### config.mk
export PLATFORM = sky130hd
export DESIGN_NAME = cau_cell
export DESIGN_NICKNAME = d
export VERILOG_FILES = /design/src/rtl/cau_pkg.sv /design/src/rtl/cau_cell.sv
export SDC_FILE = /design/constraint.sdc
export NUM_CORES = 1
export LEC_CHECK = 0
export ABC_AREA = 1
export BUFFER_PORTS_ARGS = -buffer_cell sky130_fd_sc_hd__buf_2
export CORE_AREA = 2 2 289 291
export CTS_BUF_LIST = sky130_fd_sc_hd__clkbuf_2
export CTS_CLUSTER_SIZE = 12
export DETAILED_ROUTE_END_ITERATION = 7
export DIE_AREA = 0 0 291 293
export PLACE_DENSITY = 0.59
export SYNTH_ARGS = -nofsm -noshare
export SYNTH_HDL_FRONTEND = slang
export SYNTH_SLANG_ARGS = --single-unit
### constraint.sdc
create_clock -name clk -period 24.8 [get_ports clk]
set_input_delay 2.48 -clock clk [delete_from_list [all_inputs] [get_ports clk]]
set_output_delay 2.48 -clock clk [all_outputs]
set_load 0.01 [all_outputs]
### src/rtl/cau_pkg.sv
package cau_pkg;

  localparam int DW        = 16;
  localparam int FB        = 12;
  localparam int NCELLS    = 16;
  localparam int CIDX_W    = 4;
  localparam int CW        = 44;
  localparam int ZW        = 34;

  localparam logic [2:0] OP_ADD   = 3'd0;
  localparam logic [2:0] OP_SUB   = 3'd1;
  localparam logic [2:0] OP_NEG   = 3'd2;
  localparam logic [2:0] OP_MUL   = 3'd3;
  localparam logic [2:0] OP_DIV   = 3'd4;
  localparam logic [2:0] OP_MAG   = 3'd5;
  localparam logic [2:0] OP_PHASE = 3'd6;

  localparam logic [1:0] ST_OK  = 2'd0;
  localparam logic [1:0] ST_SAT = 2'd1;
  localparam logic [1:0] ST_DZ  = 2'd2;

  localparam logic signed [ZW-1:0] PI_Q30 = 34'sd3373259426;

  typedef struct packed {
    logic [2:0]              op;
    logic signed [DW-1:0]    pre_re;
    logic signed [DW-1:0]    pre_im;
    logic                    pre_sat;
    logic                    dz;
    logic                    ovf_re;
    logic                    ovf_im;
    logic                    neg_re;
    logic                    neg_im;
    logic [31:0]             den;
    logic [3:0]              mlo_re;
    logic [3:0]              mlo_im;
    logic [31:0]             r_re;
    logic [31:0]             r_im;
    logic [15:0]             q_re;
    logic [15:0]             q_im;
    logic [31:0]             sv;
    logic [17:0]             srem;
    logic [15:0]             root;
    logic                    cskip;
    logic signed [CW-1:0]    x;
    logic signed [CW-1:0]    y;
    logic signed [ZW-1:0]    z;
  } cau_cell_t;

  // round(atan(2^-k) * 2^30)
  function automatic logic [29:0] atan_q30(input logic [CIDX_W-1:0] k);
    logic [29:0] r;
    unique case (k)
      4'd0:    r = 30'd843314857;
      4'd1:    r = 30'd497837829;
      4'd2:    r = 30'd263043837;
      4'd3:    r = 30'd133525159;
      4'd4:    r = 30'd67021687;
      4'd5:    r = 30'd33543516;
      4'd6:    r = 30'd16775851;
      4'd7:    r = 30'd8388437;
      4'd8:    r = 30'd4194283;
      4'd9:    r = 30'd2097149;
      4'd10:   r = 30'd1048576;
      4'd11:   r = 30'd524288;
      4'd12:   r = 30'd262144;
      4'd13:   r = 30'd131072;
      4'd14:   r = 30'd65536;
      default: r = 30'd32768;
    endcase
    return r;
  endfunction

  function automatic logic signed [DW-1:0] sat16(input logic signed [35:0] v);
    logic signed [DW-1:0] r;
    if (v > 36'sd32767) r = 16'sh7fff;
    else if (v < -36'sd32768) r = 16'sh8000;
    else r = v[DW-1:0];
    return r;
  endfunction

  function automatic logic ovf16(input logic signed [35:0] v);
    return (v > 36'sd32767) || (v < -36'sd32768);
  endfunction

endpackage

### src/rtl/cau_cell.sv
module cau_cell (
  input  logic                     clk,
  input  logic                     rst,
  input  logic [3:0]               idx,
  input  logic                     valid_in,
  input  cau_pkg::cau_cell_t       d_in,
  input  logic                     go_next,
  output logic                     go,
  output logic                     valid_out,
  output cau_pkg::cau_cell_t       d_out
);
  import cau_pkg::*;

  cau_cell_t            nx;
  logic                 nb_re, nb_im;
  logic [32:0]          t_re, t_im;
  logic [19:0]          st, trial;
  logic signed [CW-1:0] xs, ys;
  logic signed [ZW-1:0] at;

  assign go = !valid_out || go_next;

  always_comb begin
    nx    = d_in;
    nb_re = (idx <= 4'd3) ? d_in.mlo_re[~idx[1:0]] : 1'b0;
    nb_im = (idx <= 4'd3) ? d_in.mlo_im[~idx[1:0]] : 1'b0;
    t_re  = {d_in.r_re, nb_re};
    t_im  = {d_in.r_im, nb_im};
    if (t_re >= {1'b0, d_in.den}) begin
      nx.r_re = 32'(t_re - {1'b0, d_in.den});
      nx.q_re = {d_in.q_re[14:0], 1'b1};
    end else begin
      nx.r_re = t_re[31:0];
      nx.q_re = {d_in.q_re[14:0], 1'b0};
    end
    if (t_im >= {1'b0, d_in.den}) begin
      nx.r_im = 32'(t_im - {1'b0, d_in.den});
      nx.q_im = {d_in.q_im[14:0], 1'b1};
    end else begin
      nx.r_im = t_im[31:0];
      nx.q_im = {d_in.q_im[14:0], 1'b0};
    end

    st    = {d_in.srem, d_in.sv[{~idx, 1'b0} +: 2]};
    trial = {2'b00, d_in.root, 2'b01};
    if (st >= trial) begin
      nx.srem = 18'(st - trial);
      nx.root = {d_in.root[14:0], 1'b1};
    end else begin
      nx.srem = st[17:0];
      nx.root = {d_in.root[14:0], 1'b0};
    end

    xs = d_in.x >>> idx;
    ys = d_in.y >>> idx;
    at = $signed({4'b0000, atan_q30(idx)});
    if (!d_in.cskip) begin
      if (d_in.y > 0) begin
        nx.x = d_in.x + ys;
        nx.y = d_in.y - xs;
        nx.z = d_in.z + at;
      end else begin
        nx.x = d_in.x - ys;
        nx.y = d_in.y + xs;
        nx.z = d_in.z - at;
      end
    end
  end

  always_ff @(posedge clk) begin
    if (rst) begin
      valid_out <= 1'b0;
    end else if (go) begin
      valid_out <= valid_in;
    end
    if (go) begin
      d_out <= nx;
    end
  end

endmodule

## After elaboration in Yosys (flattened, before gate mapping)

Memories as Yosys holds them, arrays and structs flattened.
Cells that the tools add are included.

- Reductions and logical operators: 2
- Magnitude comparators: 6
- Shift-type cells: 3
- Muxes and demuxes: 13
- Bitwise logic cells: 2
- Add/sub/neg operators: 9

Operator list:

| cell | number |
|---|---|
| $mux W122 | 2 |
| $add A44 B44 Y44 | 2 |
| $sshr A44 B4 Y44 | 2 |
| $sub A44 B44 Y44 | 2 |
| $ge A33 B32 Y1 | 2 |
| $mux W32 | 2 |
| $sub A32 B32 Y32 | 2 |
| $gt A44 B1 Y1 const B | 1 |
| $add A34 B31 Y34 | 1 |
| $mux W34 | 1 |
| $sub A34 B31 Y34 | 1 |
| $shiftx A32 B6 Y2 | 1 |
| $ge A20 B18 Y1 | 1 |
| $sub A18 B18 Y18 | 1 |
| $mux W1 | 6 |
| $bmux W1 S2 | 2 |
| $le A4 B2 Y1 const B | 1 |
| $not A4 Y4 | 1 |
| $lt A2 B3 Y1 const B | 1 |
| $not A2 Y2 | 1 |
| $logic_not A1 Y1 | 1 |
| $logic_or A1 B1 Y1 | 1 |

- Bits in read-only memories: 480
- Flip-flop bits (word level): 367
- Memories: 1
- Output and inout bits: 368
- Logic and storage cells: 60

Memories:

| name | words | bits a word | rd ports | clocked after memory_dff | wr ports | line | RTL |
|---|---|---|---|---|---|---|---|
| (name not given) | 16 | 30 | 1 | 0 | 0 | cau_pkg.sv:53 | `unique case (k)` |

## Depth between registers and ports, before layout

- Word-level depth: 6
- Depth in mapped cells: 37
- Depth with buffers taken out: 34

## Worst setup path before layout

OpenSTA, ideal clock, no wires.

- Path type: in2out
- From: input go_next
- To: output go
- Stages: 2
- Arrival time: 10.278 ns
- Path slack: 12.042 ns
- Cells stage by stage: inv_1 nand2_1

- Word-level cells in the longest chain between the ends: 1

Ends and longest elaborated chain:

| what | line | RTL |
|---|---|---|
| from (decl) | cau_cell.sv:7 | `input logic go_next,` |
| $logic_or A1 B1 Y1 | cau_cell.sv:21 | `assign go = !valid_out \|\| go_next;` |
| to (decl) | cau_cell.sv:8 | `output logic go,` |

No other way between the ends.

==> out/summary.txt <==
status = completed
Post-Route WL = 150000 um
Design Area, Final = 38900 sq um
worst-path cell with the longest stage delay = buf_4
Initial Util = 40.8%
H-tree lvl count = 3
largest net degree at the start of global routing = 90
routability congestion estimate from global placement = 0.970
TritonCTS buffer count = 100
final setup fails = 0
initial antenna violation count = 35
wire length on met2 = 73100 um
commonest non-fill, non-tap cell in the layout = nand2_1
Post-CTS Resized = 0
GRT Total Usage = 34.0%
HP Start = valid_out$_SDFFE_PP0P_
Cell Area, Placed = 37900 sq um
Final HPWL DP = 125000 um
area of the die = 85300 sq um
Post-Syn Area = 33400 sq um
vias = 35500
crit share post-route = 32.0%
Synth cell types = 62
worst rel slew slack = 30.8%
Final Hold Slack = 1.03 ns
M1 wire length = 59500 um
vias per cell = 5.37
Synth Register Bits = 367
ys async rst share = 0%
max layer used = met5
r2r endpoint = d_out[326]$_DFFE_PP_
non-filler instance count after layout = 6622
RSZ-0062 raised after global routing = false
largest stage delay on the critical path = 0.51 ns
r2r worst-path depth = 4
Fin. Hold Viols = 0
Std-Cell Rows = 105
total congestion overflow = 0
switch share = 43.2%
Clock transition at path regs = 0.10 ns
CP startpoint = idx[0]
DR WL met3 = 10700 um
maxcap violations = 0
cts hold-fix bufs = 0
Mapped Nets = 5332
sequential share of power = 35.4%
worst hold stages = 2
io pins = 742
worst slew pin tran = 1.03 ns
Final Skew = 0.0781 ns
antenna viol nets, final = 0
Worst path top cell family by delay = compound AO/OA/AOI/OAI gates
Setup TNS Final = 0 ns
Bufs and invs on worst path = 5
Hold EP = valid_out$_SDFFE_PP0P_
Post-synth EDFFs = 366
Yosys Warn Count = 0
Reg-to-Reg Start = valid_out$_SDFFE_PP0P_
Period minus WS final = 7.95 ns
Pwr Total = 2300 uW
synth-to-layout area growth = 16.3%
DRC violation count after routing = 0
count of input and output buffers = 739
storage element area = 11000 sq um
Core Area = 81800 sq um
Layout Nets = 6055
Iter 0 DRT Violations = 3234
Avg WL per Cell = 22.6 um
Worst setup EP type = flip-flop
Pre-antenna DRT Iters = 7
Cell Pwr Density = 59.1 nW/um^2
Arr. time, crit path = 8.83 ns
commonest cells after routing, fill and taps aside = 1285 x nand2_1, 736 x buf_2, 512 x inv_1
Root Driver = clkbuf_2
fin. max-slew vios = 0
Crit Path Class = input port to flip-flop
Hold/Removal Path Class = flip-flop to flip-flop
register-to-register setup slack = 20.97 ns
die height = 293 um
switching power = 993 uW
VDD IR-drop max = 0.0410 mV
Die W = 291 um
synthesized instance count = 4732
syn avg cell area = 7.06 sq um
cell mode on critical path = nand2_1
first-pass GRT wire length = 217000 um
setup bufs post-CTS = 0
leakage = 0.0189 uW
post-synthesis sequential area ratio = 32.9%
Clk pwr share = 20.0%
fillcell total = 8720
Crit Path Max Fanout = 54
Comb pwr share = 44.7%
placed cells = 6423
clk buf depth = 3
Worst Path Required = 25.69 ns
Worst-Skew Late Latency = 1.27 ns
fmax = 126 MHz
crit path launch type = input port
Pint = 1300 uW
area of the multi-input gates = 19700 sq um
CTS tree = yes
Synth Flop Type = edfxtp_1
vias in the first global route = 33200
share of cells above drive strength 1 = 20.3%
# clock sinks = 367
==> kinds of logic (layout without fill, tap and decap cells) <==
group	count (synthesis)	in the layout	share of synthesized area (%)
simple gates	2421	2421	31.1
compound gates	863	863	14.4
buf+inv	671	1474	8.18
flops	367	367	32.9
fa+ha+maj	226	226	8.57
xor+xnor	182	182	4.77
mux	2	2	0.0599
other cells	0	17	0
==> area by class of cell <==
cell class,instances,share of cell area (%)
Multi-Input combinational cell,3694,50.7
Timing Repair Buffer,757,9.88
Tap cell,1070,3.44
Inverter,535,5.18
Antenna cell,17,0.109
Clock inverter,26,0.399
Sequential cell,367,28.3
Clock buffer,156,2.01
==> through the flow <==
| stage | worst slack [ns] | util, % |
|---|---|---|
| after global routing | 16.50 | 47.5 |
| after detailed placement | 15.93 | 46.3 |
| final | 16.85 | 47.5 |
| after floorplan | 12.04 | - |
| after global placement | 15.87 | 46.3 |
| after CTS | 17.14 | 47.4 |
==> worst min-delay path: stages (launching register included) <==
cell and delay, ns:
dfxtp_1 0.34, nand2_4 0.53, a21oi_1 0.12
==> flip-flops by register name, indices dropped and copies added, names as in the netlist <==
signal     count
d_out        366
valid_out      1
==> worst max path at each step <==
stage	endpoint	slack [ns]	cells past startpoint
floorplan	go	12.04	2
detailed placement	d_out[69]$_DFFE_PP_	15.93	28
finish	d_out[69]$_DFFE_PP_	16.85	28
global route	d_out[69]$_DFFE_PP_	16.50	28
global placement	d_out[69]$_DFFE_PP_	15.87	28
CTS	d_out[69]$_DFFE_PP_	17.14	28
==> power groups by stage <==
stage | registers, uW | logic [uW] | clock network [uW]
floorplan | 883 | 586 | 0
global placement | 825 | 1010 | 0
detailed placement | 827 | 1010 | 0
CTS | 813 | 1020 | 476
global route | 820 | 1130 | 503
finish | 813 | 1030 | 458
==> per-layer routing <==
metal	vias to the layer above	GRT usage [%]
li1	17500	-
met5	-	0
met2	1397	59.6
met4	24	13.7
met3	271	6.16
met1	16400	41.2
==> synth_stat cells, drive strengths merged (36+ instances only) <==
| cell type | n | share of area [%] |
|---|---|---|
| xor2 | 110 | 2.9 |
| or2 | 92 | 1.7 |
| nor3 | 36 | 0.60 |
| a21oi | 293 | 4.4 |
| nand4 | 41 | 0.77 |
| xnor2 | 72 | 1.9 |
| nand3 | 482 | 7.4 |
| ha | 221 | 8.3 |
| a31oi | 42 | 0.79 |
| clkbuf | 51 | 0.57 |
| buf | 85 | 1.6 |
| edfxtp | 366 | 33 |
| o21ai | 405 | 6.3 |
| nor2 | 428 | 5.1 |
| nand2 | 1305 | 15 |
| inv | 535 | 6.0 |
Power figures use the tool's default switching activity.
