$ cat src/rtl/cau_pkg.sv
package cau_pkg;

  localparam int DW        = 16;
  localparam int FB        = 12;
  localparam int NCELLS    = 16;
  localparam int CIDX_W    = 4;
  localparam int CW        = 44;
  localparam int ZW        = 34;

  localparam logic [2:0] OP_ADD   = 3'd0;
  localparam logic [2:0] OP_SUB   = 3'd1;
  localparam logic [2:0] OP_NEG   = 3'd2;
  localparam logic [2:0] OP_MUL   = 3'd3;
  localparam logic [2:0] OP_DIV   = 3'd4;
  localparam logic [2:0] OP_MAG   = 3'd5;
  localparam logic [2:0] OP_PHASE = 3'd6;

  localparam logic [1:0] ST_OK  = 2'd0;
  localparam logic [1:0] ST_SAT = 2'd1;
  localparam logic [1:0] ST_DZ  = 2'd2;

  localparam logic signed [ZW-1:0] PI_Q30 = 34'sd3373259426;

  typedef struct packed {
    logic [2:0]              op;
    logic signed [DW-1:0]    pre_re;
    logic signed [DW-1:0]    pre_im;
    logic                    pre_sat;
    logic                    dz;
    logic                    ovf_re;
    logic                    ovf_im;
    logic                    neg_re;
    logic                    neg_im;
    logic [31:0]             den;
    logic [3:0]              mlo_re;
    logic [3:0]              mlo_im;
    logic [31:0]             r_re;
    logic [31:0]             r_im;
    logic [15:0]             q_re;
    logic [15:0]             q_im;
    logic [31:0]             sv;
    logic [17:0]             srem;
    logic [15:0]             root;
    logic                    cskip;
    logic signed [CW-1:0]    x;
    logic signed [CW-1:0]    y;
    logic signed [ZW-1:0]    z;
  } cau_cell_t;

  // round(atan(2^-k) * 2^30)
  function automatic logic [29:0] atan_q30(input logic [CIDX_W-1:0] k);
    logic [29:0] r;
    unique case (k)
      4'd0:    r = 30'd843314857;
      4'd1:    r = 30'd497837829;
      4'd2:    r = 30'd263043837;
      4'd3:    r = 30'd133525159;
      4'd4:    r = 30'd67021687;
      4'd5:    r = 30'd33543516;
      4'd6:    r = 30'd16775851;
      4'd7:    r = 30'd8388437;
      4'd8:    r = 30'd4194283;
      4'd9:    r = 30'd2097149;
      4'd10:   r = 30'd1048576;
      4'd11:   r = 30'd524288;
      4'd12:   r = 30'd262144;
      4'd13:   r = 30'd131072;
      4'd14:   r = 30'd65536;
      default: r = 30'd32768;
    endcase
    return r;
  endfunction

  function automatic logic signed [DW-1:0] sat16(input logic signed [35:0] v);
    logic signed [DW-1:0] r;
    if (v > 36'sd32767) r = 16'sh7fff;
    else if (v < -36'sd32768) r = 16'sh8000;
    else r = v[DW-1:0];
    return r;
  endfunction

  function automatic logic ovf16(input logic signed [35:0] v);
    return (v > 36'sd32767) || (v < -36'sd32768);
  endfunction

endpackage

$ cat src/rtl/cau_back.sv
module cau_back (
  input  logic                     clk,
  input  logic                     rst,
  input  logic                     valid_in,
  input  cau_pkg::cau_cell_t       d_in,
  output logic                     go,
  output logic                     out_valid,
  input  logic                     out_stall,
  output logic signed [15:0]       res_re,
  output logic signed [15:0]       res_im,
  output logic [1:0]               status
);
  import cau_pkg::*;

  logic signed [15:0]   n_re, n_im;
  logic [1:0]           n_st;
  logic signed [16:0]   qv_re, qv_im;
  logic signed [33:0]   zr;
  logic                 s_re, s_im;

  assign go = !out_valid || !out_stall;

  always_comb begin
    qv_re = d_in.neg_re ? -$signed({1'b0, d_in.q_re}) : $signed({1'b0, d_in.q_re});
    qv_im = d_in.neg_im ? -$signed({1'b0, d_in.q_im}) : $signed({1'b0, d_in.q_im});
    zr    = (d_in.z + 34'sd131072) >>> (30 - FB);
    n_re  = '0;
    n_im  = '0;
    n_st  = ST_OK;
    s_re  = 1'b0;
    s_im  = 1'b0;
    unique case (d_in.op)
      OP_ADD, OP_SUB, OP_NEG, OP_MUL: begin
        n_re = d_in.pre_re;
        n_im = d_in.pre_im;
        n_st = d_in.pre_sat ? ST_SAT : ST_OK;
      end
      OP_DIV: begin
        if (d_in.dz) begin
          n_st = ST_DZ;
        end else begin
          if (d_in.ovf_re) begin
            n_re = d_in.neg_re ? 16'sh8000 : 16'sh7fff;
            s_re = 1'b1;
          end else begin
            n_re = sat16(36'(qv_re));
            s_re = ovf16(36'(qv_re));
          end
          if (d_in.ovf_im) begin
            n_im = d_in.neg_im ? 16'sh8000 : 16'sh7fff;
            s_im = 1'b1;
          end else begin
            n_im = sat16(36'(qv_im));
            s_im = ovf16(36'(qv_im));
          end
          n_st = (s_re || s_im) ? ST_SAT : ST_OK;
        end
      end
      OP_MAG: begin
        n_re = sat16(36'($signed({1'b0, d_in.root})));
        n_st = ovf16(36'($signed({1'b0, d_in.root}))) ? ST_SAT : ST_OK;
      end
      OP_PHASE: begin
        n_re = sat16(36'(zr));
        n_st = ovf16(36'(zr)) ? ST_SAT : ST_OK;
      end
      default: begin
        n_re = '0;
      end
    endcase
  end

  always_ff @(posedge clk) begin
    if (rst) begin
      out_valid <= 1'b0;
    end else if (go) begin
      out_valid <= valid_in;
    end
    if (go) begin
      res_re <= n_re;
      res_im <= n_im;
      status <= n_st;
    end
  end

endmodule

$ cat config.mk
export PLATFORM = sky130hd
export DESIGN_NAME = cau_back
export DESIGN_NICKNAME = d
export VERILOG_FILES = /design/src/rtl/cau_pkg.sv /design/src/rtl/cau_back.sv
export SDC_FILE = /design/constraint.sdc
export NUM_CORES = 1
export LEC_CHECK = 0
export ABC_AREA = 0
export BUFFER_PORTS_ARGS = -buffer_cell sky130_fd_sc_hd__buf_4
export CAP_MARGIN = 30
export CORE_AREA = 2 2 160 162
export DETAILED_ROUTE_END_ITERATION = 12
export DIE_AREA = 0 0 162 164
export PLACE_DENSITY = 0.47
export SETUP_SLACK_MARGIN = 0.4
export SLEW_MARGIN = 40
export SYNTH_ARGS = -nofsm -noshare
export SYNTH_HDL_FRONTEND = slang
export SYNTH_SLANG_ARGS = --single-unit
$ cat constraint.sdc
create_clock -name clk -period 3.2 [get_ports clk]
set_clock_uncertainty 0.05 [all_clocks]
set_input_delay 0.32 -clock clk [delete_from_list [all_inputs] [get_ports clk]]
set_output_delay 0.32 -clock clk [all_outputs]
set_load 0.005 [all_outputs]
---- Yosys cells after proc, flatten, opt, wreduce, memory -nomap -nowiden ----
Index checks and enable logic that the tools add are counted.
word-level totals
  register bits after elaboration ......... 35
  input port bits ......................... 370
  output and inout port bits .............. 36
  word-level logic and storage cells ...... 58
operators by class
  add/sub/neg operators ................... 3
  $lt $le $gt $ge ......................... 7
  eq/ne operators ......................... 6
  mux-type cells .......................... 29
  reductions and logical operators ........ 9
operators with widths
  kind                      number
  $mux W16                  13
  $pmux W16 S4              1
  $add A34 B19 Y34 const B  1
  $gt A17 B16 Y1 const B    2
  $lt A17 B16 Y1 const B    2
  $mux W17                  2
  $neg A16 Y17              2
  $pmux W16 S2              1
  $gt A16 B15 Y1 const B    1
  $gt A16 B16 Y1 const B    1
  $lt A16 B16 Y1 const B    1
  $mux W1                   10
  $eq A3 B3 Y1 const B      3
  $pmux W2 S4               1
  $eq A3 B2 Y1 const B      2
  $logic_or A1 B1 Y1        5
  $reduce_or A4 Y1          1
  $eq A3 B1 Y1 const B      1
  $logic_not A3 Y1          1
  $logic_not A1 Y1          2
  $mux W2                   1

---- Depth between registers and ports, before layout ----
Gate-level depths: netlist (run 1).
  word-level depth ........................ 11
  mapped depth ............................ 8
  depth with buffers taken out ............ 7

---- Least setup slack after synthesis (run 1) ----
Ideal clock, no wire load.
  path type ............................... input -> register
  from .................................... input port d_in[213] in the netlist's numbering
  to ...................................... register status[0], data pin
  library setup time ...................... 0.261 ns
  arrival time ............................ 2.204 ns
  required time ........................... 2.889 ns
  setup slack ............................. 0.685 ns
  stages .................................. 6
  buffers on the path ..................... 1
  cells stage by stage .................... or4_1 buf_2 nor4_4 mux2_4 nand4bb_1 a221o_1
on the way
  word-level cells in the longest chain between the ends .. 11
  elaborated cells on any way between the ends .. 12
  those cells by class .................... 1 x add/sub; 2 x order compare; 7 x mux; 2 x reduce/logical
ends and longest elaborated chain
  element                                           line            RTL
  start, declared                                   cau_back.sv:5   input cau_pkg::cau_cell_t d_in,
  $neg A16 Y17                                      cau_back.sv:24  qv_re = d_in.neg_re ? -$signed({1'b0, d_in.q_re}) : $signed({1'b0, d_in.q_re});
  $mux W17 *                                        cau_back.sv:24
  $gt A17 B16 Y1 or $lt A17 B16 Y1 (tied branches)  cau_pkg.sv:83   return (v > 36'sd32767) || (v < -36'sd32768);
  $logic_or A1 B1 Y1 *                              cau_pkg.sv:83
  $mux W1 *                                         cau_back.sv:42  if (d_in.ovf_re) begin
  $mux W1 *                                         cau_back.sv:39  if (d_in.dz) begin
  $mux W1 *                                         cau_back.sv:32  unique case (d_in.op)
  $logic_or A1 B1 Y1 *                              cau_back.sv:56  n_st = (s_re || s_im) ? ST_SAT : ST_OK;
  $mux W1 *                                         cau_back.sv:56
  $mux W2 *                                         cau_back.sv:39
  $pmux W2 S4 *                                     cau_back.sv:32
  named net n_st[0]                                 cau_back.sv:16  logic [1:0] n_st;
  end signal, assigned                              cau_back.sv:82  status <= n_st;
  end, declared                                     cau_back.sv:11  output logic [1:0] status
The timed path passes the listed nets; every way through them passes the cells marked *. The select of a mux whose other input is x is not followed.
A chain may end at the register's enable or synchronous reset.

---- Final worst setup path (run 1) ----
Same ends and word-level chain as after synthesis.

==> impl_metrics.tcl, run 1 <==
set metrics [dict create \
    area_delta_synth_final_pct 56.8 \
    cp_max_fo 9 \
    power_leakage_nw 1.85 \
    worst_ep_required_time_ns 3.18 \
    clock_power_share 0.368 \
    synth-adder-area-share 0.0124 \
    ctsResizeCount 0 \
    crit_buf_inv 1 \
    die_area_um2 26600 \
    fin_ws_ns 0.662 \
    postCtsSetupBuffers 0 \
    netlist_top_cells_count "nor2_1 (48), edfxtp_1 (34), nand2_1 (26), a21oi_1 (17), xor2_1 (16)" \
    max_freq_mhz 394 \
    synth_edf_count 34 \
    grt_max_degree 33 \
    grt_overflow 0 \
    viasPerCell 4.11 \
    fin_crit_sh 0.793 \
    async_flop_share 0 \
    io_pins 406 \
    die_w_um 162 \
    synth_top_family_by_area "compound AO/OA/AOI/OAI gates" \
    die_h_um 164 \
    p_int_mw 1.16 \
    swShare 0.288 \
    cts_root_buf "clkbuf_16" \
    timing.final.crit_period_ns 2.54 \
    yosys.area_share.simple 0.245 \
    crit_chain "buf_4 -> or4_1 -> nor4_4 -> mux2_4 -> nand4bb_1 -> a221o_1" \
    rr_worst_depth 2 \
    yosys-mux-area-fraction 0.0289 \
    cts_made_buffers 5 \
    clk_latency_ns 0.30 \
    drtIter0Drc 181 \
    p_switching_uw 467 \
    path_clk_slew_ns 0.07 \
    crit_path_start_kind "input pin" \
    post-route-drc-count 0 \
    placementRows 58 \
    drive_above_1_share 0.360 \
    core_area_um2 24800 \
    drv_slew 0 \
    ys_seq_elements 35 \
    final_cell_area_um2 4750 \
    dpl-instance-area_um2 4570 \
    reg2reg_slack_ns 1.65 \
    syn_nets 716 \
    crit_cells 6 \
    setup.worst_path.end_class "register" \
    syn_area_um2 3030 \
    critPathCapture "status[0]" \
    max_slew_margin 0.495 \
    antenna_cells 0 \
    fin_nets 867 \
    combPwrFrac 0.280 \
    hold_buffers 0 \
    critPathTopFamily "simple AND/OR/NAND/NOR gates" \
    dp_hpwl_mm 12.9 \
    stdcell_count 825 \
    yosys.area.top_type "edfxtp_1" \
    cts.sinks 35 \
    synth.most_common_cell "nor2_1" \
    cp.arrival_ns 2.52 \
    crit_start "d_in[213]" \
    fin_hold_ws_ns 0.117 \
    place.detailed.instances 817 \
    setup_viol 0 \
    start_util 0.122 \
    fin_setup_tns_ns 0 \
    synth_xor_area_frac 0.0839 \
    outcome "complete, no violations" \
    cp_slowest_stage_delay_ns 0.66 \
    dp_slack_ns 0.385 \
    vias 3388 \
    cts_max_level 2 \
    r2r_end "res_im[9]" \
    synth_area_leaders "edfxtp_1 (34%), nor2_1 (6.0%), xor2_1 (4.6%)" \
    place.gp.congestion 0.824 \
    postSynthCellCount 343 \
    ys_types 58 \
    track_usage 0.114 \
    worst_pin_slew_ns 0.755 \
    synthFlopType "edfxtp_1" \
    crit_type "input pin to register" \
    vdd_ir_drop_max_uv 175 \
    grt_pass1_wl_mm 22.0 \
    max_cap_viol_count 0 \
    ys_warn_count 0 \
    first_global_vias 3388 \
    portBuffers 145 \
    cts_buffer_depth 2 \
    cts_tree "done" \
    synth_compound_area_frac 0.249 \
    rsz0062_at_grt "no" \
    antenna_found_initial 2 \
    avgSynthCellArea_um2 8.82 \
    powerDensity_nw_per_um2 342 \
    seq_power_share 0.353 \
    reg2reg_from "out_valid" \
    drtAntennaViolNets 0 \
    drt_wl_total_mm 15.7 \
    firstDrtPassIters 4 \
    hold_viol_final 0 \
    wl_per_cell_um 19.0 \
    synth_top_area_frac 0.337 \
    seq_area_frac_synth 0.344 \
    p_total_mw 1.62 \
    cp_slowest_cell "or4_1" \
    final_util 0.191 \
    hold_path_class "input pin to register" \
    fillers 2818 \
]
power groups by stage:
stage | clock [mW] | sequential [mW] | combinational, mW
6_report | 0.596 | 0.572 | 0.454
5_1_grt | 0.624 | 0.576 | 0.499
4_1_cts | 0.613 | 0.573 | 0.460
3_5_place_dp | 0 | 0.580 | 0.457
3_3_place_gp | 0 | 0.579 | 0.460
2_1_floorplan | 0 | 0.584 | 0.160
routing by layer:
metal  wire (um)  global-route usage
met1        7490               0.160
met2        5920               0.150
met3        1990              0.0581
met4         264              0.0346
met5          23                   0
registers in the layout, summed over array words and instances (netlist names):
signal / cells
res_im: 16
res_re: 16
status: 2
out_valid: 1
layout make-up:
cell class                      instances  area (um^2)  share of cell area
Multi-Input combinational cell        279         1870               0.395
Timing Repair Buffer                  159         1190               0.251
Sequential cell                        35         1040               0.219
Tap cell                              330          413              0.0870
Clock buffer                            5          125              0.0264
Inverter                               14         52.6              0.0111
Clock inverter                          3         47.5              0.0100
cell usage in the layout (no fill, tap or decap), types with 5 or more instances in the layout:
master       n
nor4_1       8
o21ai_1      8
mux2i_1      5
nand2_1     26
or4_1        7
nand4_1      5
nor3_1       9
xnor2_1     13
edfxtp_1    34
clkbuf_16    5
inv_1       13
o211ai_1     8
a21oi_1     17
o41ai_1      6
nand3_1     11
xor2_1      16
a221oi_1     8
o2bb2ai_1   13
or3_1        7
a221o_1     10
buf_4      159
nor2_1      48
how the worst min path moves through the flow:
stage                     from         to  slack (ns)  cells past startpoint
after floorplan            rst  out_valid        0.34                      1
after global placement     rst  out_valid        0.43                      2
after detailed placement   rst  out_valid        0.43                      2
after CTS                  rst  out_valid        0.11                      2
after global routing       rst  out_valid        0.12                      2
final                      rst  out_valid        0.12                      2
cells by family (layout without fill, tap and decap cells):
| kind of cell | after synthesis | count (layout) |
|---|---|---|
| fa+ha+maj | 3 | 3 |
| flops | 35 | 35 |
| xor+xnor | 29 | 29 |
| simple gates | 140 | 140 |
| mux | 8 | 8 |
| compound gates | 99 | 99 |
| buf+inv | 29 | 181 |
Note: power is estimated with default switching activity, not from simulation.
==> run 2: changes to the inputs <==
Clock period 3.2 ns to 2.7 ns, I/O delays scaled along.
==> run 2 against run 1 <==
Clock-buffer cell count unchanged; register-to-register slack got worse by 0.25 ns; sequential power grew 19%; critical path depth did not move; wire length is 2.2% lower; die area stayed put; global-route usage shrank 0.22 points; critical endpoint unchanged; highest routed layer is now met4.
==> impl_metrics.tcl, run 2 (same netlist as run 1, synthesis figures left out) <==
set metrics [dict create \
    die_h_um 164 \
    clk_latency_ns 0.29 \
    drt_wl_total_mm 15.3 \
    vias 3386 \
    cts_made_buffers 5 \
    viasPerCell 4.07 \
    reg2reg_slack_ns 1.40 \
    firstDrtPassIters 4 \
    stdcell_count 832 \
    core_area_um2 24800 \
    post-route-drc-count 0 \
    area_delta_synth_final_pct 59.9 \
    drtIter0Drc 215 \
    cts_buffer_depth 2 \
    setup_viol 0 \
    max_cap_viol_count 0 \
    dp_hpwl_mm 12.8 \
    hold_buffers 0 \
    placementRows 58 \
    track_usage 0.112 \
    setup.worst_path.end_class "register" \
    crit_path_start_kind "input pin" \
    cts_max_level 2 \
    powerDensity_nw_per_um2 397 \
    grt_overflow 0 \
    drtAntennaViolNets 0 \
    place.detailed.instances 820 \
    antenna_found_initial 0 \
    power_leakage_nw 1.90 \
    use_met2 0.153 \
    hold_viol_final 0 \
    seq_power_share 0.353 \
    hold_path_class "input pin to register" \
    outcome "complete, no violations" \
    p_total_mw 1.92 \
    grt_max_degree 33 \
    wl_per_cell_um 18.4 \
    fillers 2816 \
    fin_crit_sh 0.823 \
    vdd_ir_drop_max_uv 234 \
    layout_common_cells "buf_4 (165), nor2_1 (48), edfxtp_1 (34)" \
    path_clk_slew_ns 0.06 \
    met3_usage 0.0465 \
    combPwrFrac 0.286 \
    top_regs "res_im x16, res_re x16, status x2" \
    max_slew_margin 0.563 \
    cp.arrival_ns 2.20 \
    cp_max_fo 6 \
    fin_nets 874 \
    worst_ep_required_time_ns 2.68 \
    cts.sinks 35 \
    max_freq_mhz 450 \
    antenna_cells 0 \
    drive_above_1_share 0.378 \
    io_pins 406 \
    drv_slew 0 \
    die_w_um 162 \
    cts_root_buf "clkbuf_16" \
    clock_power_share 0.361 \
    grt_pass1_wl_mm 21.7 \
    p_switching_uw 544 \
    worst_pin_slew_ns 0.653 \
    place.gp.congestion 0.836 \
    cts_tree "done" \
    rsz0062_at_grt "no" \
    grtUsageMet1 0.162 \
    grt.busiest_layer "met1" \
    start_util 0.122 \
    crit_type "input pin to register" \
    final_common_cell "buf_4" \
    timing.final.crit_period_ns 2.22 \
    p_int_mw 1.38 \
    swShare 0.283 \
    portBuffers 145 \
    die_area_um2 26600 \
    first_global_vias 3367 \
    fin_setup_tns_ns 0 \
]
-- run 2: cell count changes in the layout (fill, tap and decap cells not counted), sizes merged --
cell | before | now
buf | 159 | 166
-- run 2: what timing repair did --
action | in CTS | in global routing
setup endpoints to repair | 0 | 11
resized for setup | 0 | 3
buffers inserted | 0 | 4
-- run 2: power by group through the flow --
| stage | logic (mW) | clock network, mW | registers [mW] |
|---|---|---|---|
| 4_1_cts | 0.553 | 0.719 | 0.680 |
| 3_3_place_gp | 0.552 | 0 | 0.689 |
| 5_1_grt | 0.605 | 0.735 | 0.685 |
| 2_1_floorplan | 0.190 | 0 | 0.693 |
| 6_report | 0.549 | 0.694 | 0.679 |
| 3_5_place_dp | 0.550 | 0 | 0.689 |
-- run 2: path summary, 6_finish.rpt --
kind                                start          to  depth (start not counted)
worst min-delay path                  rst   out_valid                          2
worst max register to register  out_valid  res_im[11]                          2
worst max-delay path            d_in[213]   status[0]                          6
worst min register to register  out_valid   out_valid                          2
-- run 2: final cells by class --
class	count	area, um^2	area share
multi-input combinational	279	1900	0.393
timing repair buffer	166	1260	0.260
sequential	35	1040	0.215
tap	330	413	0.0853
clock buffer	5	125	0.0259
inverter	14	52.6	0.0109
clock inverter	3	47.5	0.00982
-- run 2: worst max-delay path, stage by stage --
cell and delay, ns:
buf_4 0.13, or4_4 0.59, nor4_4 0.32, mux2_4 0.36, nand4bb_1 0.19, a221o_1 0.34
-- run 2: routing by layer --
metal / routed length, um / part of all wire
met1: 7770 / 0.51
met2: 5970 / 0.39
met3: 1460 / 0.095
met4: 123 / 0.0080
met5: 0 / 0
-- run 2: through the flow --
stage,hold slack [ns],instance area (um^2),utilization,setup WS [ns]
3_3_place_gp,0.380,4620,0.186,0.152
4_1_cts,0.0685,4790,0.193,0.445
3_5_place_dp,0.382,4620,0.186,0.144
6_report,0.0793,4840,0.195,0.479
2_1_floorplan,0.292,3030,-,0.360
5_1_grt,0.0710,4840,0.195,0.410
==> run 3: changes to the inputs <==
Clock period 2.7 ns to 2.2 ns, I/O delays scaled along.
==> run 3 against run 2 <==
Global-route usage increased by 0.40 points; worst hold slack got worse by 0.046 ns; combinational power increased by 41%; via count increased by 3.7%; core utilization increased by 2.2 points; non-clock buffer count increased by 38; register-to-register slack got worse by 0.44 ns.
==> impl_metrics.tcl, run 3 (same netlist as run 1, synthesis figures left out) <==
set metrics [dict create \
    clk_latency_ns 0.29 \
    crit_type "input pin to register" \
    reg2reg_slack_ns 0.96 \
    drt_wl_total_mm 15.9 \
    timing.final.crit_period_ns 2.06 \
    outcome "complete, no violations" \
    power_leakage_nw 2.17 \
    max_cap_viol_count 0 \
    cts_made_buffers 5 \
    start_util 0.122 \
    cp.arrival_ns 2.05 \
    wl_per_cell_um 18.3 \
    cts_root_buf "clkbuf_16" \
    reg2reg_from "out_valid" \
    antenna_found_initial 0 \
    vdd_ir_drop_max_uv 221 \
    final_common_cell "buf_4" \
    setup.worst_path.end_class "register" \
    path_clk_slew_ns 0.06 \
    critPathTopFamily "simple AND/OR/NAND/NOR gates" \
    cts.sinks 35 \
    fin_nets 912 \
    clock_power_share 0.316 \
    powerDensity_nw_per_um2 435 \
    fin_setup_tns_ns 0 \
    final_cell_area_um2 5380 \
    first_global_vias 3534 \
    cp_slowest_cell "or4_4" \
    p_int_mw 1.63 \
    die_area_um2 26600 \
    crit_cells 6 \
    setup_viol 0 \
    top_regs "res_im x16, res_re x16, status x2" \
    crit_path_start_kind "input pin" \
    die_w_um 162 \
    grt_max_degree 36 \
    crit_start "d_in[216]" \
    track_usage 0.116 \
    critPathCapture "status[0]" \
    cts_buffer_depth 2 \
    cts_tree "done" \
    hold_path_class "input pin to register" \
    crit_buf_inv 1 \
    place.gp.congestion 0.798 \
    crit_chain "buf_6 -> or4_4 -> nor4_4 -> mux2_4 -> nand4bb_1 -> a221o_1" \
    cp_max_fo 2 \
    max_slew_margin 0.634 \
    dpl-instance-area_um2 4870 \
    swShare 0.305 \
    fin_crit_sh 0.939 \
    r2r_end "res_im[5]" \
    p_switching_uw 715 \
    drtAntennaViolNets 0 \
    dp_hpwl_mm 13.2 \
    seq_power_share 0.354 \
    drtIter0Drc 176 \
    grt_pass1_wl_mm 22.6 \
    die_h_um 164 \
    worst_ep_required_time_ns 2.19 \
    cts_max_level 2 \
    vias 3511 \
    hold_buffers 0 \
    placementRows 58 \
    portBuffers 145 \
    max_freq_mhz 484 \
    viasPerCell 4.04 \
    firstDrtPassIters 4 \
    rsz0062_at_grt "yes" \
    hold_viol_final 0 \
    fillers 2777 \
    core_area_um2 24800 \
    post-route-drc-count 0 \
    drv_slew 0 \
    combPwrFrac 0.330 \
    drive_above_1_share 0.487 \
    area_delta_synth_final_pct 77.9 \
    io_pins 406 \
    worst_pin_slew_ns 0.549 \
    fin_hold_ws_ns 0.0338 \
    antenna_cells 0 \
    grt_overflow 0 \
    rr_worst_depth 2 \
    cp_slowest_stage_delay_ns 0.56 \
    layout_common_cells "buf_4 (193), nor2_1 (48), edfxtp_1 (34)" \
    final_util 0.217 \
]
-- run 3: changes by cell type in the layout (fill, tap and decap cells not counted), moves of 3 or more --
cell,delta
buf_4,+28
o2111ai_1,-3
a21oi_1,-4
o2bb2ai_2,+3
nor4_1,-3
o2111ai_2,+3
a21oi_2,+4
o2bb2ai_1,-3
buf_6,+8
buf_8,+3
-- run 3: through the flow --
stage	total power, mW	setup slack (ns)	std cells
4_1_cts	2.35	0.132	864
3_3_place_gp	1.57	-0.239	850
5_1_grt	2.47	0.0949	870
6_report	2.34	0.135	870
3_5_place_dp	1.56	-0.204	850
2_1_floorplan	1.09	-0.0887	343
-- run 3: area by class of cell --
cell class	instances	area (um^2)	area share
Sequential cell	35	1040	0.193
Tap cell	330	413	0.0767
Multi-Input combinational cell	279	2140	0.397
Clock buffer	5	125	0.0232
Inverter	14	57.6	0.0107
Timing Repair Buffer	204	1580	0.294
Clock inverter	3	23.8	0.00442
-- run 3: how the worst min path moves through the flow --
stage	end	cells past startpoint	slack (ns)	from
after floorplan	out_valid	1	0.24	rst
after global placement	out_valid	2	0.33	rst
after detailed placement	out_valid	2	0.34	rst
after CTS	out_valid	2	0.03	rst
after global routing	out_valid	2	0.04	rst
final	out_valid	2	0.03	rst
-- run 3: power groups by stage --
stage	combinational [mW]	clock [mW]	sequential [mW]
6_report	0.772	0.741	0.830
5_1_grt	0.841	0.790	0.838
4_1_cts	0.757	0.766	0.831
3_5_place_dp	0.721	0	0.843
3_3_place_gp	0.725	0	0.842
2_1_floorplan	0.240	0	0.850
-- run 3: layer usage --
metal	GRT usage	up-vias	routed length [um]
met5	0	-	0
met4	0.0253	0	140
met3	0.0535	8	1700
met2	0.158	112	6230
met1	0.165	1650	7830
li1	-	1741	-
-- run 3: repair_timing --
action | in CTS | in global routing
endpoints found under the setup margin | 29 | 32
setup buffers | 6 | 6
pin swaps | 13 | 21
cloned | 0 | 0
resized for setup | 35 | 24
-- run 3: worst reg2reg max path: stages (launching register included) --
cell	delay, ns
dfxtp_1	0.32
nand2_1	0.06
buf_4	0.42
